**config.mk**
```make
export PLATFORM = sky130hd
export DESIGN_NAME = imdp_div
export DESIGN_NICKNAME = d
export VERILOG_FILES = /design/src/hw/rtl/imdp_pkg.sv /design/src/hw/rtl/imdp_div.sv
export SDC_FILE = /design/constraint.sdc
export NUM_CORES = 1
export LEC_CHECK = 0
export BUFFER_PORTS_ARGS = -buffer_cell sky130_fd_sc_hd__buf_2
export CELL_PAD_IN_SITES_DETAIL_PLACEMENT = 1
export CELL_PAD_IN_SITES_GLOBAL_PLACEMENT = 1
export CORE_MARGIN = 2
export CORE_UTILIZATION = 47
export DETAILED_ROUTE_END_ITERATION = 10
export PLACE_DENSITY = 0.89
export SYNTH_ARGS = -nofsm -noshare
export SYNTH_HDL_FRONTEND = slang
export SYNTH_SLANG_ARGS = --single-unit
```
**constraint.sdc**
```tcl
create_clock -name i_clk -period 12.6 [get_ports i_clk]
set_input_delay 2.52 -clock i_clk [delete_from_list [all_inputs] [get_ports i_clk]]
set_output_delay 2.52 -clock i_clk [all_outputs]
set_load 0.05 [all_outputs]
```
**src/hw/rtl/imdp_pkg.sv**
```systemverilog
// Shared types, constants and helper functions of the input mixer.
// No dependencies.
package imdp_pkg;

    localparam int SMP_W  = 24;
    localparam int GAIN_W = 16;
    localparam int ACC_W  = 44;
    localparam int SUM_W  = 56;
    localparam int CNT_W  = 32;
    localparam int IDX_W  = 3;
    localparam int MASK_W = 8;
    localparam int CFG_W  = 24;
    localparam int PROD_W = 43;

    typedef enum logic [IDX_W-1:0] {
        CFG_STEREO   = 3'd0,
        CFG_STATS    = 3'd1,
        CFG_MASK     = 3'd2,
        CFG_HOLD     = 3'd3,
        CFG_DC_MIN   = 3'd4,
        CFG_DC_COEFF = 3'd5
    } t_cfg_idx;

    localparam logic [MASK_W-1:0] RST_MASK     = 8'hFF;
    localparam logic [23:0]       RST_HOLD     = 24'd48000;
    localparam logic [15:0]       RST_DC_MIN   = 16'd10000;
    localparam logic [15:0]       RST_DC_COEFF = 16'd64881;

    function automatic logic [SMP_W-1:0] f_abs(input logic signed [SMP_W-1:0] s);
        f_abs = s[SMP_W-1] ? SMP_W'(-s) : SMP_W'(s);
    endfunction

    function automatic logic signed [ACC_W-1:0] f_sat_acc(input logic signed [ACC_W:0] v);
        if (v[ACC_W] != v[ACC_W-1]) begin
            f_sat_acc = v[ACC_W] ? {1'b1, {(ACC_W-1){1'b0}}} : {1'b0, {(ACC_W-1){1'b1}}};
        end else begin
            f_sat_acc = v[ACC_W-1:0];
        end
    endfunction

    function automatic logic signed [SMP_W-1:0] f_sat24(input logic signed [31:0] v);
        if (v > 32'sd8388607) begin
            f_sat24 = 24'sh7FFFFF;
        end else if (v < -32'sd8388608) begin
            f_sat24 = 24'sh800000;
        end else begin
            f_sat24 = v[SMP_W-1:0];
        end
    endfunction

endpackage

```
**src/hw/rtl/imdp_div.sv**
```systemverilog
// Restoring divider, one quotient bit per cycle, for the DC average.
// Depends on imdp_pkg.
module imdp_div
    import imdp_pkg::*;
(
    input  logic             i_clk,
    input  logic             i_rst_n,
    input  logic             i_start,
    input  logic [SUM_W-1:0] i_dividend,
    input  logic [CNT_W-1:0] i_divisor,
    output logic             o_done,
    output logic [SUM_W-1:0] o_quot
);

    localparam int STEP_W = $clog2(SUM_W);

    logic [SUM_W-1:0]  r_q;
    logic [CNT_W-1:0]  r_rem;
    logic [CNT_W-1:0]  r_dvs;
    logic [STEP_W-1:0] r_step;
    logic              r_busy;
    logic              r_done;
    logic [CNT_W:0]    w_rs;
    logic              w_ge;
    logic [CNT_W:0]    w_diff;

    assign w_rs   = {r_rem, r_q[SUM_W-1]};
    assign w_ge   = w_rs >= {1'b0, r_dvs};
    assign w_diff = w_rs - {1'b0, r_dvs};

    always_ff @(posedge i_clk) begin
        if (!i_rst_n) begin
            r_busy <= 1'b0;
            r_done <= 1'b0;
        end else begin
            r_done <= 1'b0;
            if (i_start) begin
                r_busy <= 1'b1;
                r_step <= STEP_W'(SUM_W - 1);
                r_q    <= i_dividend;
                r_rem  <= '0;
                r_dvs  <= i_divisor;
            end else if (r_busy) begin
                r_q   <= {r_q[SUM_W-2:0], w_ge};
                r_rem <= w_ge ? w_diff[CNT_W-1:0] : w_rs[CNT_W-1:0];
                r_step <= r_step - 1'b1;
                if (r_step == '0) begin
                    r_busy <= 1'b0;
                    r_done <= 1'b1;
                end
            end
        end
    end

    assign o_done = r_done;
    assign o_quot = r_q;

endmodule

```
# [Yosys cells after proc, flatten, opt, wreduce, memory -nomap -nowiden]
# Cells that the tools add are included.
[totals] output_inout_bits=57 in_bits=91 n_memories=0 latch_bits=0 rom_bits=0 mem_bits_rw=0 word_cells=25 reg_bits=128
[classes] div=0 addsub=2 mul=0 magnitude_cmp=1 n_eq_ne=0 n_reduce_logical=5 shift=0 bitwise_logic=2 mux=9
[op_table] cell="$mux W56" n=2
[op_table] cell="$mux W32" n=2
[op_table] cell="$ge A33 B32 Y1" n=1
[op_table] cell="$sub A32 B32 Y32" n=1
[op_table] cell="$logic_not A6 Y1" n=1
[op_table] cell="$mux W6" n=1
[op_table] cell="$sub A6 B1 Y6 const B" n=1
[op_table] cell="$mux W1" n=4
[op_table] cell="$reduce_and A2 Y1" n=2
[op_table] cell="$reduce_or A3 Y1" n=1
[op_table] cell="$not A1 Y1" n=2
[op_table] cell="$reduce_bool A2 Y1" n=1

# [Longest topological paths before layout]
[depth] ltp_word=4 ltp_mapped=13 ltp_nobuf=12

# [Least setup slack after synthesis]
# Ideal clock, no wire load.
[synth_path] path_kind="input to register" startpoint="input i_start" endpoint="register r_q[0] (netlist: o_quot[0]) (enable)" arrival_time_ns=5.292 path_slack_ns=6.847 required_ns=12.139 stages=3 setup_ns=0.461 path_buffers=2 path_cell_list="clkbuf_1 > clkbuf_1 > o21a_1"
[synth_between] elab_chain_cells=2
[synth_lines] item="start: declaration" line_no="imdp_div.sv:8" source="input logic i_start,"
[synth_lines] item="$reduce_bool A2 Y1 (no source line)"
[synth_lines] item="$reduce_and A2 Y1 (no source line)"
[synth_lines] item="end signal: assignment" line_no="imdp_div.sv:40" source="r_q <= i_dividend;"
[synth_lines] item="end signal: assignment" line_no="imdp_div.sv:44" source="r_q <= {r_q[SUM_W-2:0], w_ge};"
[synth_lines] item="end: declaration" line_no="imdp_div.sv:17" source="logic [SUM_W-1:0] r_q;"
# Every way passes these cells.
# A chain may end at the register's enable or synchronous reset.

# [Worst setup path in the final report]
[layout_path] startpoint="input i_start" endpoint="register r_rem[18] (enable)"
[layout_between] elab_chain_cells=2
[layout_lines] item="$reduce_bool A2 Y1 (no source line)"
[layout_lines] item="$reduce_and A2 Y1 (no source line)"
[layout_lines] item="end signal: assignment" line_no="imdp_div.sv:45" source="r_rem <= w_ge ? w_diff[CNT_W-1:0] : w_rs[CNT_W-1:0];"
[layout_lines] item="end: declaration" line_no="imdp_div.sv:18" source="logic [CNT_W-1:0] r_rem;"
# Every way passes these cells.

==> flow_summary_export.csv <==
group,metric,value,unit
outcome,status,"finished, final reports clean",
detailed_routing,drt_iter0_markers,599,
worst_setup_path,critPathBufInv,2,
worst_setup_path,crit_type,"in2reg",
yosys,synth_cell_type_count,53,
detailed_routing,wl_per_cell,24.3,um
worst_setup_path,crit_path_max_fanout,56,
sta,relSlewSlack,34.2,%
worst_setup_path,path_depth,3,
yosys,synth-edff-count,126,
floorplan,dieHeight,127,um
yosys,synth_seq_cells,128,
grt,grt_remaining_overflow,0,
sta,clock.fmax,240,MHz
floorplan,num_io_pins,148,
final_layout,fillerInstances,1526,
sta,fin_crit,4.16,ns
yosys,synth.top_cells.by_area,"edfxtp_1 54%, mux2_2 8.8%, ha_1 6.0%, nand2_1 4.5%, a21oi_1 4.5%",
floorplan,core,0.0146,sq mm
final_layout,final_common_cell,"buf_2",
final_layout,syn_to_final_growth,21.1,%
yosys,syn_area_per_cell,11.4,sq um
grt,track_usage,29.6,%
clocking,cts_sinks,128,
detailed_routing,routed_wl,23.3,mm
final_layout,drive_gt1_share,31.8,%
yosys,seq_area_frac_synth,54.1,%
power,total_power,0.00140,W
placement,place.gp.congestion,0.853,
clocking,ctsHoldBuffers,0,
floorplan,die-area,0.0160,sq mm
power,powerDensity,164,mW/mm^2
yosys,netlist_area,0.00706,sq mm
detailed_routing,via_per_inst,5.95,
worst_setup_path,cp.required,12.65,ns
clocking,h-tree-depth,4,
grt,grt_max_degree,76,
sta,finalSetupViolations,0,
clocking,post_cts.repair.setup_buffers,0,
final_layout,final_nets,888,
clocking,cts_tree,"done",
worst_setup_path,setup.worst_path.end,"r_rem[18]$_SDFFCE_PP0P_",
floorplan,num_rows,44,
sta,fin_skew,0.0137,ns
power,vdd_drop_max,0.0956,mV
clocking,cts_buffer_depth,2,
final_layout,fin_cells,958,
yosys,ys_warn_count,0,
clocking,clock_latency,0.43,ns
grt,antenna_found_initial,1,
sta,fin_crit_sh,33.0,%
sta,slew_violations,0,
clocking,clk_pin_slew_worst_paths,0.07,ns
detailed_routing,ant_nets,0,
final_layout,layout_common_cells,"146 x buf_2, 126 x edfxtp_1, 85 x nand2_1",
power,leakage,3.54,nW
clocking,cts_root_buf,"clkbuf_16",
detailed_routing,vias,5699,
floorplan,die_w,127,um
worst_setup_path,r2r_slack,8.70,ns
worst_setup_path,r2r-start,"r_rem[27]$_SDFFCE_PP0P_",
sta,fin_setup_tns,0,ns
worst_setup_path,rr_worst_depth,11,
yosys,synth_area_leader_cell,"edfxtp_1",
sta,hold_viol_final,0,
worst_setup_path,critPathCaptureType,"flop",
detailed_routing,dr.pass1.iters,5,
detailed_routing,drc_errors,0,
grt,grt_pass1_vias,6189,
sta,tightest_slew,0.986,ns
clocking,cts_buffers,17,
placement,dpl.hpwl,14.6,mm
worst_setup_path,timing.critical_path.mode_cell,"buf_4",
yosys,synth_cells,620,
yosys,synthArstFlopShare,0,%
worst_setup_path,arrival,4.21,ns
grt,grt_pass1_wl,36.2,mm
worst_setup_path,r2r_end,"r_rem[31]$_SDFFCE_PP0P_",
worst_setup_path,start_kind,"input port",
final_layout,num_antenna_cells,0,
placement,dp.cells,927,
worst_setup_path,cpPeakStageDelay,0.74,ns
worst_setup_path,critPathSlowestCell,"buf_4",
yosys,synthesis.nets,746,
yosys,synthDominantCellAreaShare,53.6,%
yosys,yosys_most_used_dff,"edfxtp_1",
clocking,post_cts_resized,0,
flow_run,cap_violations,0,
worst_setup_path,crit_start,"i_start",
min_path,hold_class,"reg2reg",
worst_setup_path,cpLargestDelayFamily,"buffers and inverters",
placement,io_buffers,147,
floorplan,initial_core_util,48.4,%
sta,rsz0062_at_grt,"false",
worst_setup_path,path_cells,"buf_4, o21a_4, buf_4",
## registers in the layout, indices dropped and copies added, names as in the netlist
| register | count |
|---|---|
| o_done | 1 |
| o_quot | 56 |
| r_busy | 1 |
| r_dvs | 32 |
| r_rem | 32 |
| r_step | 6 |
## metrics by stage
stage	worst slack (ns)	hold slack, ns	cell area [sq um]	utilization [%]
5_1_grt	8.36	0.530	8550	58.6
3_5_place_dp	8.07	0.463	7960	54.6
6_report	8.44	0.507	8550	58.6
3_3_place_gp	8.20	0.458	7960	54.6
4_1_cts	8.47	0.502	8550	58.6
2_1_floorplan	6.85	0.421	7060	-
## cells by family after synthesis
| logic type | synth area share [%] |
|---|---|
| multiplexers | 9.05 |
| AND/OR/NAND/NOR | 10.9 |
| AO/OA/AOI/OAI | 12.3 |
| buffers and inverters | 3.99 |
| adder cells (fa/ha/maj) | 6.31 |
| flip-flops | 54.1 |
| XOR/XNOR | 3.35 |
## cells in the mapped netlist, types with 6 or more instances
library cell,number
xnor2_1,19
nand2b_1,7
nor2_1,19
ha_1,34
a21o_1,10
buf_2,9
o21ai_0,21
nand2_1,85
inv_1,44
clkbuf_1,19
edfxtp_1,126
o21bai_1,6
nor3_1,7
xor2_1,8
a31oi_1,7
mux2_2,55
nand3_1,13
a21oi_1,63
## final cells by class
| cell class | count | area, sq um | share of cell area, % |
|---|---|---|---|
| Sequential cell | 128 | 3820 | 44.7 |
| Clock buffer | 18 | 429 | 5.02 |
| Inverter | 44 | 165 | 1.93 |
| Clock inverter | 13 | 161 | 1.89 |
| Tap cell | 184 | 230 | 2.69 |
| Multi-Input combinational cell | 420 | 2980 | 34.8 |
| Timing Repair Buffer | 151 | 768 | 8.98 |
## power by group
group	internal, W	switching [W]
Clock	0.000311	0.000209
Sequential	0.000513	0.0000208
Combinational	0.000118	0.000229
Total	0.000942	0.000459
## worst min path at each step
stage / depth (start not counted) / slack [ns] / startpoint / endpoint
2_1_floorplan: 2 / 0.42 / r_busy$_SDFF_PN0_ / o_done$_SDFF_PP0_
3_3_place_gp: 2 / 0.46 / r_busy$_SDFF_PN0_ / o_done$_SDFF_PP0_
3_5_place_dp: 2 / 0.46 / r_busy$_SDFF_PN0_ / o_done$_SDFF_PP0_
4_1_cts: 2 / 0.50 / r_busy$_SDFF_PN0_ / o_done$_SDFF_PP0_
5_1_grt: 2 / 0.53 / r_busy$_SDFF_PN0_ / o_done$_SDFF_PP0_
6_report: 2 / 0.51 / r_busy$_SDFF_PN0_ / o_done$_SDFF_PP0_
## worst min-delay path, delay by kind of cell, from the launching register on
family           cells  cell delay (ns)
DFF                  1             0.33
and+or+nand+nor      2             0.13
## layer usage
metal / track usage (%) / share of wire [%]
met5: 0 / 0
met4: 11.1 / 3.7
met3: 8.73 / 7.1
met2: 50.6 / 50
met1: 35.4 / 40
Power figures use the tool's default switching activity.
